## config.mk

```make
export PLATFORM = sky130hd
export DESIGN_NAME = positional_list_buffer_top
export DESIGN_NICKNAME = d
export VERILOG_FILES = /design/src/rtl/core/plb_pkg.sv /design/src/rtl/core/plb_cell.sv /design/src/rtl/core/positional_list_buffer_top.sv
export SDC_FILE = /design/constraint.sdc
export NUM_CORES = 1
export LEC_CHECK = 0
export BUFFER_PORTS_ARGS = -buffer_cell sky130_fd_sc_hd__buf_2
export CAP_MARGIN = 0
export CORE_MARGIN = 1
export CORE_UTILIZATION = 39
export DETAILED_ROUTE_END_ITERATION = 10
export MAX_ROUTING_LAYER = met4
export SYNTH_ARGS = -nofsm -noshare
export SYNTH_HDL_FRONTEND = slang
export SYNTH_SLANG_ARGS = --single-unit
```

## constraint.sdc

```tcl
create_clock -name clk -period 13.5 [get_ports clk]
set_input_delay 1.35 -clock clk [delete_from_list [all_inputs] [get_ports clk]]
set_output_delay 1.35 -clock clk [all_outputs]
set_load 0.05 [all_outputs]
```

## src/rtl/core/plb_pkg.sv

```systemverilog
// shared constants and types for the positional list buffer
package plb_pkg;

  localparam int CAPACITY = 16;
  localparam int DATA_W   = 32;
  localparam int POS_W    = 6;
  localparam int LEN_W    = $clog2(CAPACITY + 1);
  localparam int IDX_W    = (CAPACITY > 1) ? $clog2(CAPACITY) : 1;
  localparam int CMP_W    = ((LEN_W > POS_W) ? LEN_W : POS_W) + 1;

  typedef enum logic [2:0] {
    OP_INS_FRONT = 3'd0,
    OP_INS_END   = 3'd1,
    OP_INS_POS   = 3'd2,
    OP_DEL_FRONT = 3'd3,
    OP_DEL_END   = 3'd4,
    OP_DEL_POS   = 3'd5,
    OP_READ_FWD  = 3'd6,
    OP_READ_BACK = 3'd7
  } plb_op_t;

  typedef enum logic [1:0] {
    ST_OK    = 2'd0,
    ST_EMPTY = 2'd1,
    ST_RANGE = 2'd2,
    ST_FULL  = 2'd3
  } plb_status_t;

  // what a cell loads at the next edge
  typedef enum logic [1:0] {
    CELL_HOLD  = 2'd0,
    CELL_LOAD  = 2'd1,
    CELL_LEFT  = 2'd2,
    CELL_RIGHT = 2'd3
  } plb_cell_sel_t;

  typedef struct packed {
    plb_cell_sel_t sel;
  } plb_cell_ctrl_t;

endpackage

```

## src/rtl/core/plb_cell.sv

```systemverilog
// one storage cell of the shifting chain
module plb_cell
  import plb_pkg::*;
(
  input  logic                      clk,
  input  plb_cell_ctrl_t            ctrl,
  input  logic signed [DATA_W-1:0]  load_data,
  input  logic signed [DATA_W-1:0]  left_data,
  input  logic signed [DATA_W-1:0]  right_data,
  output logic signed [DATA_W-1:0]  data
);

  logic signed [DATA_W-1:0] data_r;
  logic signed [DATA_W-1:0] data_nxt;

  always_comb begin
    case (ctrl.sel)
      CELL_LOAD:  data_nxt = load_data;
      CELL_LEFT:  data_nxt = left_data;
      CELL_RIGHT: data_nxt = right_data;
      default:    data_nxt = data_r;
    endcase
  end

  always_ff @(posedge clk) begin
    data_r <= data_nxt;
  end

  assign data = data_r;

endmodule

```

## src/rtl/core/positional_list_buffer_top.sv

```systemverilog
// positional list buffer: ordered store of signed words in a chain of shifting cells
//
// Input channel (in_valid/in_ready) takes one operation per beat: insert at
// front, end or a 1-based position, delete likewise, or read out forward or
// backward. Output channel (out_valid/out_ready) carries status, element, last.
// Inserts and deletes that succeed shift the cells from the target position to
// the tail in the accept cycle and answer one status beat on the next cycle; a
// new insert or delete can be accepted every cycle while the output register
// drains. A read-out rotates the chain by one cell per output beat, emitting
// the front (forward) or tail (backward) cell, and leaves the chain as it found
// it; no input is taken from the accept through the last rotation, and the
// first element reaches the output through the state register and then the
// output register. An empty read-out gives one status beat.
// Reset empties the list (length zero); cell contents are not cleared.
// When the receiver stalls, the output register holds its beat and the block
// stops accepting input / stops rotating until the beat is taken.
module positional_list_buffer_top
  import plb_pkg::*;
(
  input  logic                      clk,
  input  logic                      rst_n,
  input  logic                      in_valid,
  output logic                      in_ready,
  input  logic [2:0]                in_op,
  input  logic signed [DATA_W-1:0]  in_value,
  input  logic [POS_W-1:0]          in_position,
  output logic                      out_valid,
  input  logic                      out_ready,
  output logic [1:0]                out_status,
  output logic signed [DATA_W-1:0]  out_element,
  output logic                      out_last
);

  typedef enum logic {S_IDLE, S_READ} state_t;

  state_t                   state_r, state_nxt;
  logic [LEN_W-1:0]         len_r, len_nxt;
  logic [LEN_W-1:0]         cnt_r, cnt_nxt;
  logic                     back_r, back_nxt;
  logic                     out_valid_r, out_valid_nxt;
  plb_status_t              out_status_r, out_status_nxt;
  logic signed [DATA_W-1:0] out_element_r, out_element_nxt;
  logic                     out_last_r, out_last_nxt;

  logic signed [DATA_W-1:0] cell_q [CAPACITY];
  plb_cell_ctrl_t           cell_ctrl [CAPACITY];

  logic                     slot_free;
  logic                     in_fire;
  logic                     rd_step;
  logic                     do_ins;
  logic                     do_del;
  logic [CMP_W-1:0]         k_ext;
  logic [CMP_W-1:0]         len_ext;
  logic [CMP_W-1:0]         pos_ext;
  logic [IDX_W-1:0]         tail_idx;
  logic signed [DATA_W-1:0] tail_val;
  logic signed [DATA_W-1:0] load_val;
  logic                     rd_last;
  plb_op_t                  op;

  assign slot_free = !out_valid_r || out_ready;
  assign in_ready  = (state_r == S_IDLE) && slot_free;
  assign in_fire   = in_valid && in_ready;
  assign rd_step   = (state_r == S_READ) && slot_free;
  assign op        = plb_op_t'(in_op);
  assign len_ext   = CMP_W'(len_r);
  assign pos_ext   = CMP_W'(in_position);
  assign tail_idx  = IDX_W'(len_r - LEN_W'(1));
  assign tail_val  = cell_q[tail_idx];
  assign rd_last   = (cnt_r == len_r - LEN_W'(1));
  assign load_val  = do_ins ? in_value : (back_r ? tail_val : cell_q[0]);

  always_comb begin
    state_nxt       = state_r;
    len_nxt         = len_r;
    cnt_nxt         = cnt_r;
    back_nxt        = back_r;
    out_valid_nxt   = out_valid_r && !out_ready;
    out_status_nxt  = out_status_r;
    out_element_nxt = out_element_r;
    out_last_nxt    = out_last_r;
    do_ins          = 1'b0;
    do_del          = 1'b0;
    k_ext           = '0;

    if (in_fire) begin
      out_element_nxt = '0;
      out_last_nxt    = 1'b1;
      if (op inside {OP_INS_FRONT, OP_INS_END, OP_INS_POS}) begin
        out_valid_nxt = 1'b1;
        if (len_r == LEN_W'(CAPACITY)) begin
          out_status_nxt = ST_FULL;
        end else if (op == OP_INS_POS &&
                     (pos_ext == '0 || pos_ext > len_ext + CMP_W'(1))) begin
          out_status_nxt = ST_RANGE;
        end else begin
          do_ins         = 1'b1;
          len_nxt        = len_r + LEN_W'(1);
          out_status_nxt = ST_OK;
          case (op)
            OP_INS_FRONT: k_ext = '0;
            OP_INS_END:   k_ext = len_ext;
            default:      k_ext = pos_ext - CMP_W'(1);
          endcase
        end
      end else if (op inside {OP_DEL_FRONT, OP_DEL_END, OP_DEL_POS}) begin
        out_valid_nxt = 1'b1;
        if (len_r == '0) begin
          out_status_nxt = ST_EMPTY;
        end else if (op == OP_DEL_POS && (pos_ext == '0 || pos_ext > len_ext)) begin
          out_status_nxt = ST_RANGE;
        end else begin
          do_del         = 1'b1;
          len_nxt        = len_r - LEN_W'(1);
          out_status_nxt = ST_OK;
          case (op)
            OP_DEL_FRONT: k_ext = '0;
            OP_DEL_END:   k_ext = len_ext - CMP_W'(1);
            default:      k_ext = pos_ext - CMP_W'(1);
          endcase
        end
      end else begin
        if (len_r == '0) begin
          out_valid_nxt  = 1'b1;
          out_status_nxt = ST_EMPTY;
        end else begin
          state_nxt = S_READ;
          cnt_nxt   = '0;
          back_nxt  = (op == OP_READ_BACK);
        end
      end
    end

    if (rd_step) begin
      out_valid_nxt   = 1'b1;
      out_status_nxt  = ST_OK;
      out_element_nxt = back_r ? tail_val : cell_q[0];
      out_last_nxt    = rd_last;
      cnt_nxt         = cnt_r + LEN_W'(1);
      if (rd_last) begin
        state_nxt = S_IDLE;
      end
    end
  end

  // per-cell shift control and the chain itself
  for (genvar i = 0; i < CAPACITY; i++) begin : g_cell
    localparam logic [CMP_W-1:0] I = CMP_W'(i);
    logic signed [DATA_W-1:0] left_d;
    logic signed [DATA_W-1:0] right_d;

    if (i == 0) begin : g_first
      assign left_d = '0;
    end else begin : g_mid_l
      assign left_d = cell_q[i-1];
    end
    if (i == CAPACITY - 1) begin : g_last
      assign right_d = '0;
    end else begin : g_mid_r
      assign right_d = cell_q[i+1];
    end

    always_comb begin
      cell_ctrl[i].sel = CELL_HOLD;
      if (do_ins) begin
        if (I == k_ext) begin
          cell_ctrl[i].sel = CELL_LOAD;
        end else if (I > k_ext && I <= len_ext) begin
          cell_ctrl[i].sel = CELL_LEFT;
        end
      end else if (do_del) begin
        if (I >= k_ext && I + CMP_W'(1) < len_ext) begin
          cell_ctrl[i].sel = CELL_RIGHT;
        end
      end else if (rd_step && !back_r) begin
        // rotate left, front wraps to the tail
        if (I + CMP_W'(1) < len_ext) begin
          cell_ctrl[i].sel = CELL_RIGHT;
        end else if (I + CMP_W'(1) == len_ext) begin
          cell_ctrl[i].sel = CELL_LOAD;
        end
      end else if (rd_step) begin
        // rotate right, tail wraps to the front
        if (I == '0) begin
          cell_ctrl[i].sel = CELL_LOAD;
        end else if (I < len_ext) begin
          cell_ctrl[i].sel = CELL_LEFT;
        end
      end
    end

    plb_cell u_cell (
      .clk        (clk),
      .ctrl       (cell_ctrl[i]),
      .load_data  (load_val),
      .left_data  (left_d),
      .right_data (right_d),
      .data       (cell_q[i])
    );
  end

  always_ff @(posedge clk) begin
    if (!rst_n) begin
      state_r     <= S_IDLE;
      len_r       <= '0;
      cnt_r       <= '0;
      back_r      <= 1'b0;
      out_valid_r <= 1'b0;
    end else begin
      state_r       <= state_nxt;
      len_r         <= len_nxt;
      cnt_r         <= cnt_nxt;
      back_r        <= back_nxt;
      out_valid_r   <= out_valid_nxt;
      out_status_r  <= out_status_nxt;
      out_element_r <= out_element_nxt;
      out_last_r    <= out_last_nxt;
    end
  end

  assign out_valid   = out_valid_r;
  assign out_status  = out_status_r;
  assign out_element = out_element_r;
  assign out_last    = out_last_r;

  a_len_bound: assert property (@(posedge clk) disable iff (!rst_n)
    len_r <= LEN_W'(CAPACITY))
    else $error("length above capacity");

  a_read_nonempty: assert property (@(posedge clk) disable iff (!rst_n)
    state_r == S_READ |-> (len_r != '0 && cnt_r < len_r))
    else $error("read-out running past the list");

  a_status_last: assert property (@(posedge clk) disable iff (!rst_n)
    out_valid_r && out_status_r != ST_OK |-> out_last_r && out_element_r == '0)
    else $error("status beat without last or with element");

  a_len_step: assert property (@(posedge clk) disable iff (!rst_n)
    state_r == S_READ |=> len_r == $past(len_r))
    else $error("length changed during read-out");

endmodule
```

# ---- Word-level counts from Yosys, hierarchy flattened
# Index checks and enable logic that the tools add are counted.
dict set report classes {
  addsub 6
  mul 0
  div_mod_pow 0
  order_cmp 67
  n_eq_ne 94
  shifts 0
  mux 232
  bitwise_logic 5
  reduce_logical 75
}
# operator n
set ops {}
lappend ops {{$pmux 32 s3} 16}
lappend ops {{$mux 2} 150}
lappend ops {{$mux 32} 6}
lappend ops {{$bmux 32 s4} 1}
lappend ops {{$eq 2x2->1 const B} 32}
lappend ops {{$eq 4x7->1 const A} 8}
lappend ops {{$ge 4x7->1 const A} 8}
lappend ops {{$gt 4x7->1 const A} 8}
lappend ops {{$mux 5} 11}
lappend ops {{$reduce_bool 3->1} 18}
lappend ops {{$mux 7} 7}
lappend ops {{$eq 4x5->1 const A} 8}
lappend ops {{$le 4x5->1 const A} 8}
lappend ops {{$lt 4x5->1 const A} 8}
lappend ops {{$logic_and 1x1->1} 39}
lappend ops {{$mux 1} 39}
lappend ops {{$eq 2x1->1 const B} 16}
lappend ops {{$eq 3x7->1 const A} 4}
lappend ops {{$ge 3x7->1 const A} 4}
lappend ops {{$gt 3x7->1 const A} 4}
lappend ops {{$pmux 7 s2} 2}
lappend ops {{$eq 3x5->1 const A} 4}
lappend ops {{$le 3x5->1 const A} 4}
lappend ops {{$lt 3x5->1 const A} 4}
lappend ops {{41 further kinds} 70}
dict set report word_totals {
  register_bits 560
  latchBits 0
  mem_bits_rw 0
  rom_bits 0
  in_bits 45
  out_inout_bits 37
  elab_cells 503
  n_memories 0
}

# ---- Depth between registers and ports, before layout
# Gate-level depths: netlist of the first run.
dict set report depth {
  ltp_word 15
  ltp_mapped 20
  mapped_depth_nobuf 15
}

# ---- Cells and area by module
# A second synthesis of the first run with hierarchy kept.
dict set report unflattened {
  cells_unflattened 3037
  hier_area_um2 35156.2
}
# module instances cells_each area_per_inst_um2 seq_area_each_um2
set modules_own_cells {}
lappend modules_own_cells {plb_cell 16 140 1672.9 960.9}
lappend modules_own_cells {positional_list_buffer_top 1 797 8390.5 1311.3}

# ---- Least setup slack after synthesis of the first run
# No wires, ideal clock.
dict set report synth_path {
  kind {reg-to-reg}
  from {register len_r[0]}
  to {register g_cell[9].u_cell.data_r[0], enable pin}
  setup_time_ns 0.533
  arrival_time_ns 7.191
  required_time_ns 12.967
  slack_ns 5.776
  stages_incl_launch_ff 16
  path_buffers 6
  synth_period_minus_slack_ns 7.724
  cell_sequence {dfxtp_1 -> buf_2 -> clkbuf_1 -> buf_1 -> clkbuf_1 -> nand3_1 -> ha_1 -> and4_1 -> o21ai_0 -> nand4_1 -> and2_0 -> buf_2 -> o32ai_2 -> buf_2 -> nand2_1 -> o311ai_0}
}
dict set report synth_between {
  elab_chain_cells 15
}
# element line
set synth_lines {}
lappend synth_lines {{start: declaration} positional_list_buffer_top.sv:37} ;# logic [LEN_W-1:0] len_r, len_nxt;
lappend synth_lines {{start signal: assignment} positional_list_buffer_top.sv:212} ;# len_r <= len_nxt;
lappend synth_lines {{$add 5x1->6 or $gt 6x5->1 (tied branches)} {positional_list_buffer_top.sv:95, positional_list_buffer_top.sv:111}}
lappend synth_lines {{$gt 6x6->1 or $logic_or 1x1->1 (tied branches)} {positional_list_buffer_top.sv:95, positional_list_buffer_top.sv:111}}
lappend synth_lines {{$logic_or 1x1->1 or $logic_and 1x1->1 (tied branches)} {positional_list_buffer_top.sv:95, positional_list_buffer_top.sv:111}}
lappend synth_lines {{$logic_and 1x1->1 or $mux 7 (tied branches)} {positional_list_buffer_top.sv:94, positional_list_buffer_top.sv:111}}
lappend synth_lines {{$mux 7 (on tied branches)} {positional_list_buffer_top.sv:94, positional_list_buffer_top.sv:109}}
lappend synth_lines {{$mux 7 (on tied branches)} {positional_list_buffer_top.sv:92, positional_list_buffer_top.sv:107}}
lappend synth_lines {{$mux 7} positional_list_buffer_top.sv:90} ;# if (op inside {OP_INS_FRONT, OP_INS_END, OP_INS_POS}) begin
lappend synth_lines {{$mux 7} positional_list_buffer_top.sv:87} ;# if (in_fire) begin
lappend synth_lines {{$ge 4x7->1 or $gt 4x7->1 (tied branches)} {positional_list_buffer_top.sv:173, positional_list_buffer_top.sv:169}}
lappend synth_lines {{$logic_and 1x1->1 (on tied branches)} {positional_list_buffer_top.sv:173, positional_list_buffer_top.sv:169}}
lappend synth_lines {{$mux 2 (on tied branches)} {positional_list_buffer_top.sv:173, positional_list_buffer_top.sv:169}}
lappend synth_lines {{$mux 2 (on tied branches)} {positional_list_buffer_top.sv:172, positional_list_buffer_top.sv:167}}
lappend synth_lines {{$mux 2 (*)} positional_list_buffer_top.sv:166} ;# if (do_ins) begin
lappend synth_lines {{$eq 2x1->1 or $eq 2x2->1 (tied branches)} plb_cell.sv:17} ;# case (ctrl.sel)
lappend synth_lines {{$reduce_bool 3->1 (no line) (*)} -}
lappend synth_lines {{end signal: assignment} plb_cell.sv:26} ;# data_r <= data_nxt;
lappend synth_lines {{end: declaration} plb_cell.sv:13} ;# logic signed [DATA_W-1:0] data_r;
# Mark *: on every way between the ends. The rest lies on a longest branch, timed or not.
# A chain may end at the register's enable or synchronous reset.

# ---- Worst setup path after layout of the first run
dict set report layout_path {
  from {register len_r[2]}
  to {register g_cell[14].u_cell.data_r[29], enable pin}
}
dict set report layout_between {
  elab_chain_cells 15
}
# element line
set layout_lines {}
lappend layout_lines {{$add 5x1->6 or $gt 6x5->1 (tied branches)} {positional_list_buffer_top.sv:95, positional_list_buffer_top.sv:111}}
lappend layout_lines {{$gt 6x6->1 or $logic_or 1x1->1 (tied branches)} {positional_list_buffer_top.sv:95, positional_list_buffer_top.sv:111}}
lappend layout_lines {{$logic_or 1x1->1 or $logic_and 1x1->1 (tied branches)} {positional_list_buffer_top.sv:95, positional_list_buffer_top.sv:111}}
lappend layout_lines {{$logic_and 1x1->1 or $mux 7 (tied branches)} {positional_list_buffer_top.sv:94, positional_list_buffer_top.sv:111}}
lappend layout_lines {{$mux 7 (on tied branches)} {positional_list_buffer_top.sv:94, positional_list_buffer_top.sv:109}}
lappend layout_lines {{$mux 7 (on tied branches)} {positional_list_buffer_top.sv:92, positional_list_buffer_top.sv:107}}
lappend layout_lines {{$mux 7} positional_list_buffer_top.sv:90}
lappend layout_lines {{$mux 7} positional_list_buffer_top.sv:87}
lappend layout_lines {{$ge 4x7->1 or $gt 4x7->1 (tied branches)} {positional_list_buffer_top.sv:173, positional_list_buffer_top.sv:169}}
lappend layout_lines {{$logic_and 1x1->1 (on tied branches)} {positional_list_buffer_top.sv:173, positional_list_buffer_top.sv:169}}
lappend layout_lines {{$mux 2 (on tied branches)} {positional_list_buffer_top.sv:173, positional_list_buffer_top.sv:169}}
lappend layout_lines {{$mux 2 (on tied branches)} {positional_list_buffer_top.sv:172, positional_list_buffer_top.sv:167}}
lappend layout_lines {{$mux 2 (*)} positional_list_buffer_top.sv:166}
lappend layout_lines {{$eq 2x1->1 or $eq 2x2->1 (tied branches)} plb_cell.sv:17}
lappend layout_lines {{$reduce_bool 3->1 (no line) (*)} -}
lappend layout_lines {{end signal: assignment} plb_cell.sv:26}
lappend layout_lines {{end: declaration} plb_cell.sv:13}
# Marked as above.

==> results.md, run 1 <==
* Status: complete, no violations
* CTS max path bufs at 3
* Max Transition Viols Final at 0
* Core Area at slightly below 90000 um^2
* DRT Wirelength at between 100000 and 150000 um
* Ys async rst share at 0%
* GR Overflow Total at 0
* Bufs and invs on worst path at 2
* DRC viols at 0
* First-pass GRT wire length at approximately 160000 um
* Die X at ~300 um
* Syn_nets at about 2700
* Sequential fraction of the synthesis area at about half
* Leak pwr at between 10 and 15 nW
* Netlist cell types at 81
* Crit path cell chain: clkinv_1 -> nor2_1 -> nand2_1 -> xnor2_1 -> ha_1 -> and4_1 -> o21ai_0 -> nand4_1 -> and2_0 -> o32ai_2 -> a211oi_1 -> a311oi_4 -> buf_4 -> nand2_2
* Slew @ Worst Pin at about 1.2 ns
* Avg Cell Area, Syn at 13.2 um^2
* FF+latch count, synth at 560
* Final hold violations at 0
* Reg2Reg Depth at 14
* Slowest CP cell: o32ai_2
* Maximum VDD drop at just over 100 uV
* Initial DRC count at approximately 2700
* Die Area at between 80000 and 90000 um^2
* CP Max Fanout at 33
* Clk_lat worst skew at around 0.61 ns
* Crit-path max cell delay at approximately 0.96 ns
* Setup TNS at 0 ns
* Prevailing post-synth register cell: edfxtp_1
* Max_cap viols at 0
* Clock slew at reported path FFs at approximately 0.06 ns
* Cell taking the most area after synthesis: edfxtp_1
* Hold Startpoint: cnt_r[4]
* RR Endpoint: g_cell[14].u_cell.data[29]
* Gr usage total at 24.6%
* DP HPWL at 76100 um
* Antenna violations before repair at 7
* EDFF count, synth at roughly 550
* Power Dens Cells at approximately 130 nW/um^2
* H-tree Lvls at 3
* Hold path cells at 1
* Vias in the first global route at 23133
* Hold endpoint: cnt_r[4]
* Yosys Warn Count at 0
* Worst clock skew at a little under 0.03 ns
* Clk sink count at 560
* RSZ-0062 raised after global routing: false
* Final worst slack at between 6 and 7 ns
* Worst reg-to-reg setup slack at around 6.7 ns
* Leading cell types in the layout, fill and taps excluded: mux2i_1 (802), edfxtp_1 (547), nand2_1 (181)
* Placed Instances at ~3700
* Rows at roughly 110
* Crit start category: register
* Final setup fails at 0
* Vias per Instance at a little over 6
* Ranking of synthesized cells by area: edfxtp_1 (48%), mux2i_1 (23%), mux4_2 (11%)
* Starting Density at 39.4%
* Worst setup EP type: register
* Worst slew margin at 19.9%
* Detail Route Antenna Nets at 0
* Total CTS buffers at 66
* Worst EP arrival at about 6.9 ns
* Layout net count at 2649
* Drt wl/cell at around 28 um
* Post-synthesis cell area at between 30000 and 40000 um^2
* IO Count at 82
* Root buf cell: clkbuf_16
* Share of the synthesized area in the top cell type at between 40% and 50%
* Port Buffer Count at just over 80
* Worst Setup Slack post-DPL at between 6 and 7 ns
* Hold buffer count at CTS at 0
* Pin count of the biggest net entering global routing at between 60 and 70
* Highest clock rate at between 0.1 and 0.15 GHz
* Period minus WS final at between 6 and 7 ns
* Die Y at about 300 um
* Post-synthesis cell count at 2600
* Largest delay contributor family on the critical path: simple AND/OR/NAND/NOR gates
* Routability Congestion at between 0.9 and 1
* Post_cts resized at 0
* CP required at approximately 14 ns
* Final worst-path cycle share at 50.4%
* Post-CTS Setup Inserts at 0
* Type of the worst setup path: reg -> reg
* Layout cells sized above 1 at around a fifth
* Fillers at 7857
* DR pass1 iterations at 5
* Min-delay worst type: reg -> reg
* CTS tree: done
* Non-Filler Instances at between 3000 and 4000
* Commonest non-fill, non-tap cell in the layout: mux2i_1
* DR vias at 23589
* RR Startpoint: len_r[2]
* Worst Setup SP: len_r[2]
* Area grow syn2layout at 10.9%
-- per-stage QoR --
stage | cell area [um^2] | hold WS, ns | power, mW | utilization [%]
3_3_place_gp | 35900 | 0.458 | 3.29 | 41.3
4_1_cts | 38000 | 0.494 | 5.09 | 43.7
2_1_floorplan | 34200 | 0.448 | 2.89 | -
3_5_place_dp | 35900 | 0.481 | 3.32 | 41.3
6_report | 38000 | 0.493 | 5.09 | 43.7
5_1_grt | 38000 | 0.512 | 5.25 | 43.7
-- layout make-up --
cell class / instances / area, um^2 / area share, %
Multi-Input combinational cell: 1795 / 16800 / 44.1
Antenna cell: 2 / 5.00 / 0.0132
Inverter: 14 / 52.6 / 0.138
Timing Repair Buffer: 149 / 916 / 2.41
Clock inverter: 32 / 302 / 0.794
Clock buffer: 84 / 1810 / 4.78
Tap cell: 1155 / 1450 / 3.81
Sequential cell: 560 / 16700 / 43.9
-- power breakdown --
part	internal [mW]	switching, mW
registers	2.06	0.0711
logic	0.446	0.739
clock network	1.03	0.747
-- how the worst max path moves through the flow --
stage	endpoint	slack, ns	cells after the start
after floorplan	g_cell[9].u_cell.data[0]	5.78	15
after CTS	g_cell[14].u_cell.data[29]	6.76	14
after global routing	g_cell[14].u_cell.data[29]	6.29	14
after detailed placement	g_cell[14].u_cell.data[19]	6.79	14
final	g_cell[14].u_cell.data[29]	6.69	14
after global placement	g_cell[14].u_cell.data[19]	6.93	14
-- worst reg2reg max path: cells and delay by family, from the launching register on --
kind | cells | cell delay, ns
flops | 1 | 0.89
buf+inv | 2 | 1.00
compound gates | 4 | 1.72
xor+xnor | 1 | 0.24
fa+ha+maj | 1 | 0.28
simple gates | 6 | 2.13
-- flip-flops by register name, indices dropped and copies added (netlist names) --
register	count
cnt_r	5
state_r	1
g_cell.u_cell.data	512
out_valid	1
out_element	32
out_status	2
back_r	1
len_r	5
out_last	1
-- per-layer routing --
layer / part of all wire, % / track usage (%) / vias up
li1: - / - / 10181
met1: 48 / 37.8 / 12211
met2: 40 / 31.4 / 1096
met3: 11 / 7.23 / 101
met4: 1.3 / 4.75 / 0
met5: 0 / - / -
-- Yosys cell counts (5+ instances only) --
cell,number
o21ai_1,34
a21oi_1,97
and2_1,14
a21boi_0,6
o211ai_1,5
nor2_1,79
nor3_1,11
nor2b_1,8
o21ai_0,101
edfxtp_1,547
nand2b_1,8
inv_1,12
a31oi_1,14
a32oi_1,5
buf_1,23
or2_2,7
clkbuf_1,97
nand3b_1,5
buf_2,78
a22oi_1,66
dfxtp_1,13
mux2i_1,802
nand2_1,189
mux4_2,160
ha_1,18
or3_1,5
nand3_1,49
xnor2_1,14
nand4_1,7
a211oi_1,6
buf_4,30
-- kinds of logic after synthesis --
family | Yosys count | share of synthesized area [%]
AOI/OAI and AO/OA | 397 | 7.51
xor gates and xnor gates | 16 | 0.409
adders and majority gates | 18 | 0.658
buffers and inverters | 245 | 3.37
DFF | 560 | 48.7
muxes | 963 | 34.0
and+or+nand+nor | 401 | 5.30
Note: power is estimated with default switching activity, not from simulation.
==> run 2, diff against run 1 <==
- clock period: 13.5 -> 5.9 ns (I/O delays scaled with it)
==> run 2 against run 1 <==
Effect of this change:
- largest cell class unchanged
- combinational power increased by 130%
- cell count increased by 1.9%
- sequential share of layout area fell by 0.73 points
- sequential power up 130%
- total power rose by 120%
- fmax up 23%
==> results.md, run 2 (synthesis results as in run 1) <==
* Post-route cell area at 38600 um^2 (was 38000 um^2)
* CTS tree: done (unchanged)
* Max reg flops at 512 (unchanged)
* Power Dens Cells at 295 nW/um^2 (was 134 nW/um^2)
* Gr usage total at 27.3% (was 24.6%)
* Gr busiest metal: met2 (was met1)
* Final setup fails at 0 (unchanged)
* Maximum VDD drop at 249 uV (was 104 uV)
* Clk sink count at 560 (unchanged)
* Worst Setup Slack post-DPL at 0.409 ns (was 6.79 ns)
* Crit start category: register (unchanged)
* Core Area at 86900 um^2 (unchanged)
* Vias in the first global route at 24654 (was 23133)
* Fillers at 7899 (was 7857)
* Period minus WS final at 5.53 ns (was 6.81 ns)
* Post-Route Hold Slack at 0.204 ns (was 0.493 ns)
* Area grow syn2layout at 12.8% (was 10.9%)
* Total CTS buffers at 61 (was 66)
* Crit path cell chain: inv_1 -> nor2_1 -> nand2_1 -> xnor2_1 -> ha_1 -> and4_1 -> o21ai_0 -> nand4_1 -> and2_0 -> o32ai_2 -> and2_1 -> nand4_1 -> o211ai_4 -> buf_4 -> mux2i_1 -> mux2i_1 (was clkinv_1 -> nor2_1 -> nand2_1 -> xnor2_1 -> ha_1 -> and4_1 -> o21ai_0 -> nand4_1 -> and2_0 -> o32ai_2 -> a211oi_1 -> a311oi_4 -> buf_4 -> nand2_2)
* First-pass GRT wire length at 175000 um (was 160000 um)
* Final worst-path cycle share at 93.8% (was 50.4%)
* Worst setup EP type: register (unchanged)
* Max Transition Viols Final at 0 (unchanged)
* CP required at 6.21 ns (was 13.59 ns)
* DR vias at 24674 (was 23589)
* DR pass1 iterations at 6 (was 5)
* Die Y at 298 um (unchanged)
* Final Power at 11.4 mW (was 5.09 mW)
* Slowest CP cell: o32ai_2 (unchanged)
* Worst reg-to-reg setup slack at 0.37 ns (was 6.69 ns)
* Port Buffer Count at 81 (unchanged)
* Diode count at 0 (was 2)
* Layout net count at 2720 (was 2649)
* Routability Congestion at 0.902 (was 0.927)
* DRT Wirelength at 120000 um (was 107000 um)
* Type of the worst setup path: reg -> reg (unchanged)
* Commonest non-fill, non-tap cell in the layout: mux2i_1 (unchanged)
* Max_cap viols at 0 (unchanged)
* Worst clock skew at 0.0464 ns (was 0.0298 ns)
* Clk_lat worst skew at 0.66 ns (was 0.61 ns)
* Grt met2 use at 41.9% (was 31.4%)
* Crit-path max cell delay at 0.89 ns (was 0.96 ns)
* Initial DRC count at 2751 (was 2666)
* Non-Filler Instances at 3862 (was 3791)
* Slew @ Worst Pin at 1.38 ns (was 1.20 ns)
* CTS max path bufs at 3 (unchanged)
* Root buf cell: clkbuf_16 (unchanged)
* Min-delay worst type: in -> reg (was reg -> reg)
* Worst EP arrival at 5.85 ns (was 6.90 ns)
* Die X at 298 um (unchanged)
* M1 GR Usage at 37.3% (was 37.8%)
* Die Area at 89000 um^2 (unchanged)
* Final core occ at 44.5% (was 43.7%)
* Drt wl/cell at 31.0 um (was 28.3 um)
* DP HPWL at 76600 um (was 76100 um)
* Final worst slack at 0.365 ns (was 6.69 ns)
* Highest clock rate at 0.181 GHz (was 0.147 GHz)
* GR Overflow Total at 0 (unchanged)
* DRC viols at 0 (unchanged)
* IO Count at 82 (unchanged)
* Clock slew at reported path FFs at 0.06 ns (about the same)
* Vias per Instance at 6.39 (was 6.22)
* Pin count of the biggest net entering global routing at 131 (was 66)
* GR met3 Demand/Resource at 4.39% (was 7.23%)
* Leak pwr at 13.6 nW (was 13.3 nW)
* Area of placed instances at 36600 um^2 (was 35900 um^2)
* Placed Instances at 3747 (was 3673)
* Final hold violations at 0 (unchanged)
* Antenna violations before repair at 0 (was 7)
* Leading cell types in the layout, fill and taps excluded: mux2i_1 (802), edfxtp_1 (547), nand2_1 (180) (was mux2i_1 (802), edfxtp_1 (547), nand2_1 (181))
* Starting Density at 39.4% (unchanged)
* Status: complete, no violations (unchanged)
* Detail Route Antenna Nets at 0 (unchanged)
* Worst slew margin at 7.25% (was 19.9%)
* Setup TNS at 0 ns (unchanged)
* Layout cells sized above 1 at 20.1% (was 18.8%)
* Rows at 108 (unchanged)
* RSZ-0062 raised after global routing: false (unchanged)
* H-tree Lvls at 2 (was 3)
* CP Max Fanout at 14 (was 33)
run 2: worst paths after layout:
check,cells after the start,from,to
setup / recovery,16,len_r[1],g_cell[11].u_cell.data[0]
hold / removal,3,in_valid,out_valid
setup reg to reg,16,len_r[1],g_cell[11].u_cell.data[0]
hold reg to reg,1,cnt_r[4],cnt_r[4]
run 2: area by class of cell:
type	instances	area, um^2	area share, %
Multi-Input combinational cell	1795	16700	43.3
Sequential cell	560	16700	43.2
Timing Repair Buffer	225	1760	4.56
Clock buffer	86	1670	4.33
Tap cell	1155	1450	3.74
Clock inverter	27	292	0.755
Inverter	14	52.6	0.136
run 2: worst max-delay path, delay by kind of cell (launching register included):
family / cells / cell delay, ns
adder cells (fa/ha/maj): 1 / 0.30
multiplexers: 2 / 0.30
flip-flops: 1 / 0.58
AND/OR/NAND/NOR: 7 / 1.85
buffers and inverters: 2 / 0.70
XOR/XNOR: 1 / 0.16
AO/OA/AOI/OAI: 3 / 1.27
run 2: repair_timing:
item / 4_1_cts / 5_1_grt
hold buffers: 0 / 0
endpoints found under the setup margin: 0 / 14
gates resized for setup: 0 / 0
setup buffers: 0 / 2
run 2: layer usage:
layer	wire length, um	part of all wire (%)
met5	0	0
met2	55000	46
met3	10200	8.5
met4	3410	2.9
met1	51000	43
run 2: power breakdown:
| group | leakage (nW) | internal [mW] | switching, mW | total [mW] |
|---|---|---|---|---|
| Clock | 0.945 | 2.19 | 1.66 | 3.85 |
| Combinational | 7.61 | 1.07 | 1.63 | 2.70 |
| Sequential | 5.06 | 4.71 | 0.128 | 4.84 |
==> run 3, diff against run 2 <==
- CORE_UTILIZATION: 39 -> 55
- PLACE_DENSITY: not set -> 0.74
==> run 3 against run 2 <==
Effect of this change:
- utilization rose by 17 points
- clock skew decreased by 0.030 ns
- flip-flop and latch count is the same
- total power decreased by 1.2%
- setup slack better by 0.26 ns
- non-clock buffer count decreased by 26
- worst hold slack better by 0.045 ns
- die area shrank 29%
- critical endpoint is now g_cell[9].u_cell.data[11]
- sequential power is essentially flat
- final area fell by 1.7%
- first-iteration DRC count grew 25%
==> results.md, run 3 (synthesis results as in run 1) <==
* Max_cap viols at 0 (unchanged)
* Min-delay worst type: in -> reg (unchanged)
* Area grow syn2layout at 10.9% (was 12.8%)
* Post_cts resized at 0 (unchanged)
* DP HPWL at 69200 um (was 76600 um)
* Crit-path max cell delay at 1.20 ns (was 0.89 ns)
* Post-route cell area at 38000 um^2 (was 38600 um^2)
* Crit path cell chain: buf_4 -> clkinv_1 -> nor2_1 -> nand2_1 -> xnor2_1 -> ha_1 -> and4_1 -> o21ai_0 -> nand4_1 -> and2_0 -> o32ai_2 -> nand2_1 -> o311ai_4 -> buf_4 (was inv_1 -> nor2_1 -> nand2_1 -> xnor2_1 -> ha_1 -> and4_1 -> o21ai_0 -> nand4_1 -> and2_0 -> o32ai_2 -> and2_1 -> nand4_1 -> o211ai_4 -> buf_4 -> mux2i_1 -> mux2i_1)
* Setup TNS at 0 ns (unchanged)
* Final setup fails at 0 (unchanged)
* DRC viols at 0 (unchanged)
* Hold buffer count at CTS at 0 (unchanged)
* Pin count of the biggest net entering global routing at 131 (unchanged)
* Area of placed instances at 36100 um^2 (was 36600 um^2)
* Clock slew at reported path FFs at 0.06 ns (about the same)
* CTS max path bufs at 3 (unchanged)
* Die Y at 251 um (was 298 um)
* Vias per Instance at 7.14 (was 6.39)
* Port Buffer Count at 81 (unchanged)
* DR pass1 iterations at 6 (unchanged)
* Total CTS buffers at 59 (was 61)
* Highest clock rate at 0.190 GHz (was 0.181 GHz)
* Power Dens Cells at 296 nW/um^2 (was 295 nW/um^2)
* Worst clock skew at 0.0164 ns (was 0.0464 ns)
* Max Transition Viols Final at 0 (unchanged)
* Fillers at 4634 (was 7899)
* RSZ-0062 raised after global routing: false (unchanged)
* Clk sink count at 560 (unchanged)
* IO Count at 82 (unchanged)
* Slowest CP cell: o311ai_4 (was o32ai_2)
* Final worst-path cycle share at 89.4% (was 93.8%)
* Layout cells sized above 1 at 19.3% (was 20.1%)
* Initial DRC count at 3452 (was 2751)
* Maximum VDD drop at 257 uV (was 249 uV)
* Rows at 91 (was 108)
* Final core occ at 61.6% (was 44.5%)
* Final worst slack at 0.628 ns (was 0.365 ns)
* Worst slew margin at 10.2% (was 7.25%)
* Worst Setup Slack post-DPL at 0.734 ns (was 0.409 ns)
* Final Power at 11.2 mW (was 11.4 mW)
* Status: complete, no violations (unchanged)
* Worst EP arrival at 5.58 ns (was 5.85 ns)
* Gr usage total at 37.3% (was 27.3%)
* CP required at 6.21 ns (about the same)
* Detail Route Antenna Nets at 0 (unchanged)
* DR vias at 25106 (was 24674)
* Antenna violations before repair at 1 (was 0)
* Leading cell types in the layout, fill and taps excluded: mux2i_1 (802), edfxtp_1 (547), nand2_1 (182) (was mux2i_1 (802), edfxtp_1 (547), nand2_1 (180))
* Core Area at 61600 um^2 (was 86900 um^2)
* Final hold violations at 0 (unchanged)
* Routability Congestion at 1.00 (was 0.902)
* H-tree Lvls at 2 (unchanged)
* GR Overflow Total at 0 (unchanged)
* Slew @ Worst Pin at 1.34 ns (was 1.38 ns)
* Drt wl/cell at 32.6 um (was 31.0 um)
* DRT Wirelength at 115000 um (was 120000 um)
* Period minus WS final at 5.27 ns (was 5.53 ns)
* Worst setup EP type: register (unchanged)
* Max reg flops at 512 (unchanged)
* Clk_lat worst skew at 0.63 ns (was 0.66 ns)
* Root buf cell: clkbuf_16 (unchanged)
* Die Area at 63200 um^2 (was 89000 um^2)
* CTS tree: done (unchanged)
* Crit start category: register (unchanged)
* Vias in the first global route at 24877 (was 24654)
* CP Max Fanout at 14 (unchanged)
* Commonest non-fill, non-tap cell in the layout: mux2i_1 (unchanged)
* Largest delay contributor family on the critical path: compound AO/OA/AOI/OAI gates (was simple AND/OR/NAND/NOR gates)
* First-pass GRT wire length at 167000 um (was 175000 um)
* Starting Density at 55.6% (was 39.4%)
* Bufs and invs on worst path at 3 (was 2)
* Area of the multi-input gates at 16700 um^2 (about the same)
* Layout net count at 2692 (was 2720)
* Leak pwr at 13.5 nW (was 13.6 nW)
* Post-CTS Setup Inserts at 0 (unchanged)
* Type of the worst setup path: reg -> reg (unchanged)
* Die X at 251 um (was 298 um)
* Storage element area at 16700 um^2 (about the same)
## run 3: changes by cell type in the layout (fill, tap and decap cells not counted), moves of 2 or more
cell / delta
clkinv_2: +7
buf_4: -26
nand2_2: -2
clkbuf_16: -2
clkinvlp_4: -2
clkinv_1: +2
nand2_1: +2
clkbuf_1: -5
clkbuf_8: -3
## run 3: report_power, final
part	leakage, nW	internal, mW	switching (mW)	total (mW)
registers	5.06	4.71	0.125	4.83
logic	7.48	1.06	1.60	2.66
clock network	0.933	2.13	1.62	3.75
total	13.5	7.90	3.35	11.2
## run 3: worst paths after layout
kind,start,end,slack (ns),depth (start not counted)
setup / recovery,len_r[2],g_cell[9].u_cell.data[11],0.63,14
hold reg to reg,cnt_r[4],cnt_r[4],0.49,1
hold / removal,in_valid,out_valid,0.25,3
setup reg to reg,len_r[2],g_cell[9].u_cell.data[11],0.63,14
## run 3: final cells by class
type / count / share of cell area, %
multi-input cells: 1795 / 44.0
inverters: 14 / 0.138
repair buffers: 199 / 4.13
diodes: 1 / 0.00659
flip-flops and latches: 560 / 44.0
clock buffers: 76 / 4.11
well taps: 837 / 2.76
clock inverters: 35 / 0.874
## run 3: metal layers
metal,wire [um],global-route usage [%],share of wire (%)
met1,42700,49.3,37
met2,51300,54.9,45
met3,14900,8.80,13
met4,5870,16.6,5.1
met5,0,-,0
## run 3: per-stage QoR
stage | hold WS (ns) | instances
finish | 0.248 | 3517
global route | 0.257 | 3517
CTS | 0.245 | 3516
detailed placement | 0.472 | 3405
global placement | 0.458 | 3405
floorplan | 0.448 | 2600
## run 3: worst register-to-register path, stage by stage (launching register included)
cell and delay, ns:
dfxtp_1 0.33, buf_4 0.20, clkinv_1 0.23, nor2_1 0.21, nand2_1 0.10, xnor2_1 0.22
ha_1 0.28, and4_1 0.19, o21ai_0 0.08, nand4_1 0.15, and2_0 0.26, o32ai_2 0.77
nand2_1 0.31, o311ai_4 1.20, buf_4 0.42
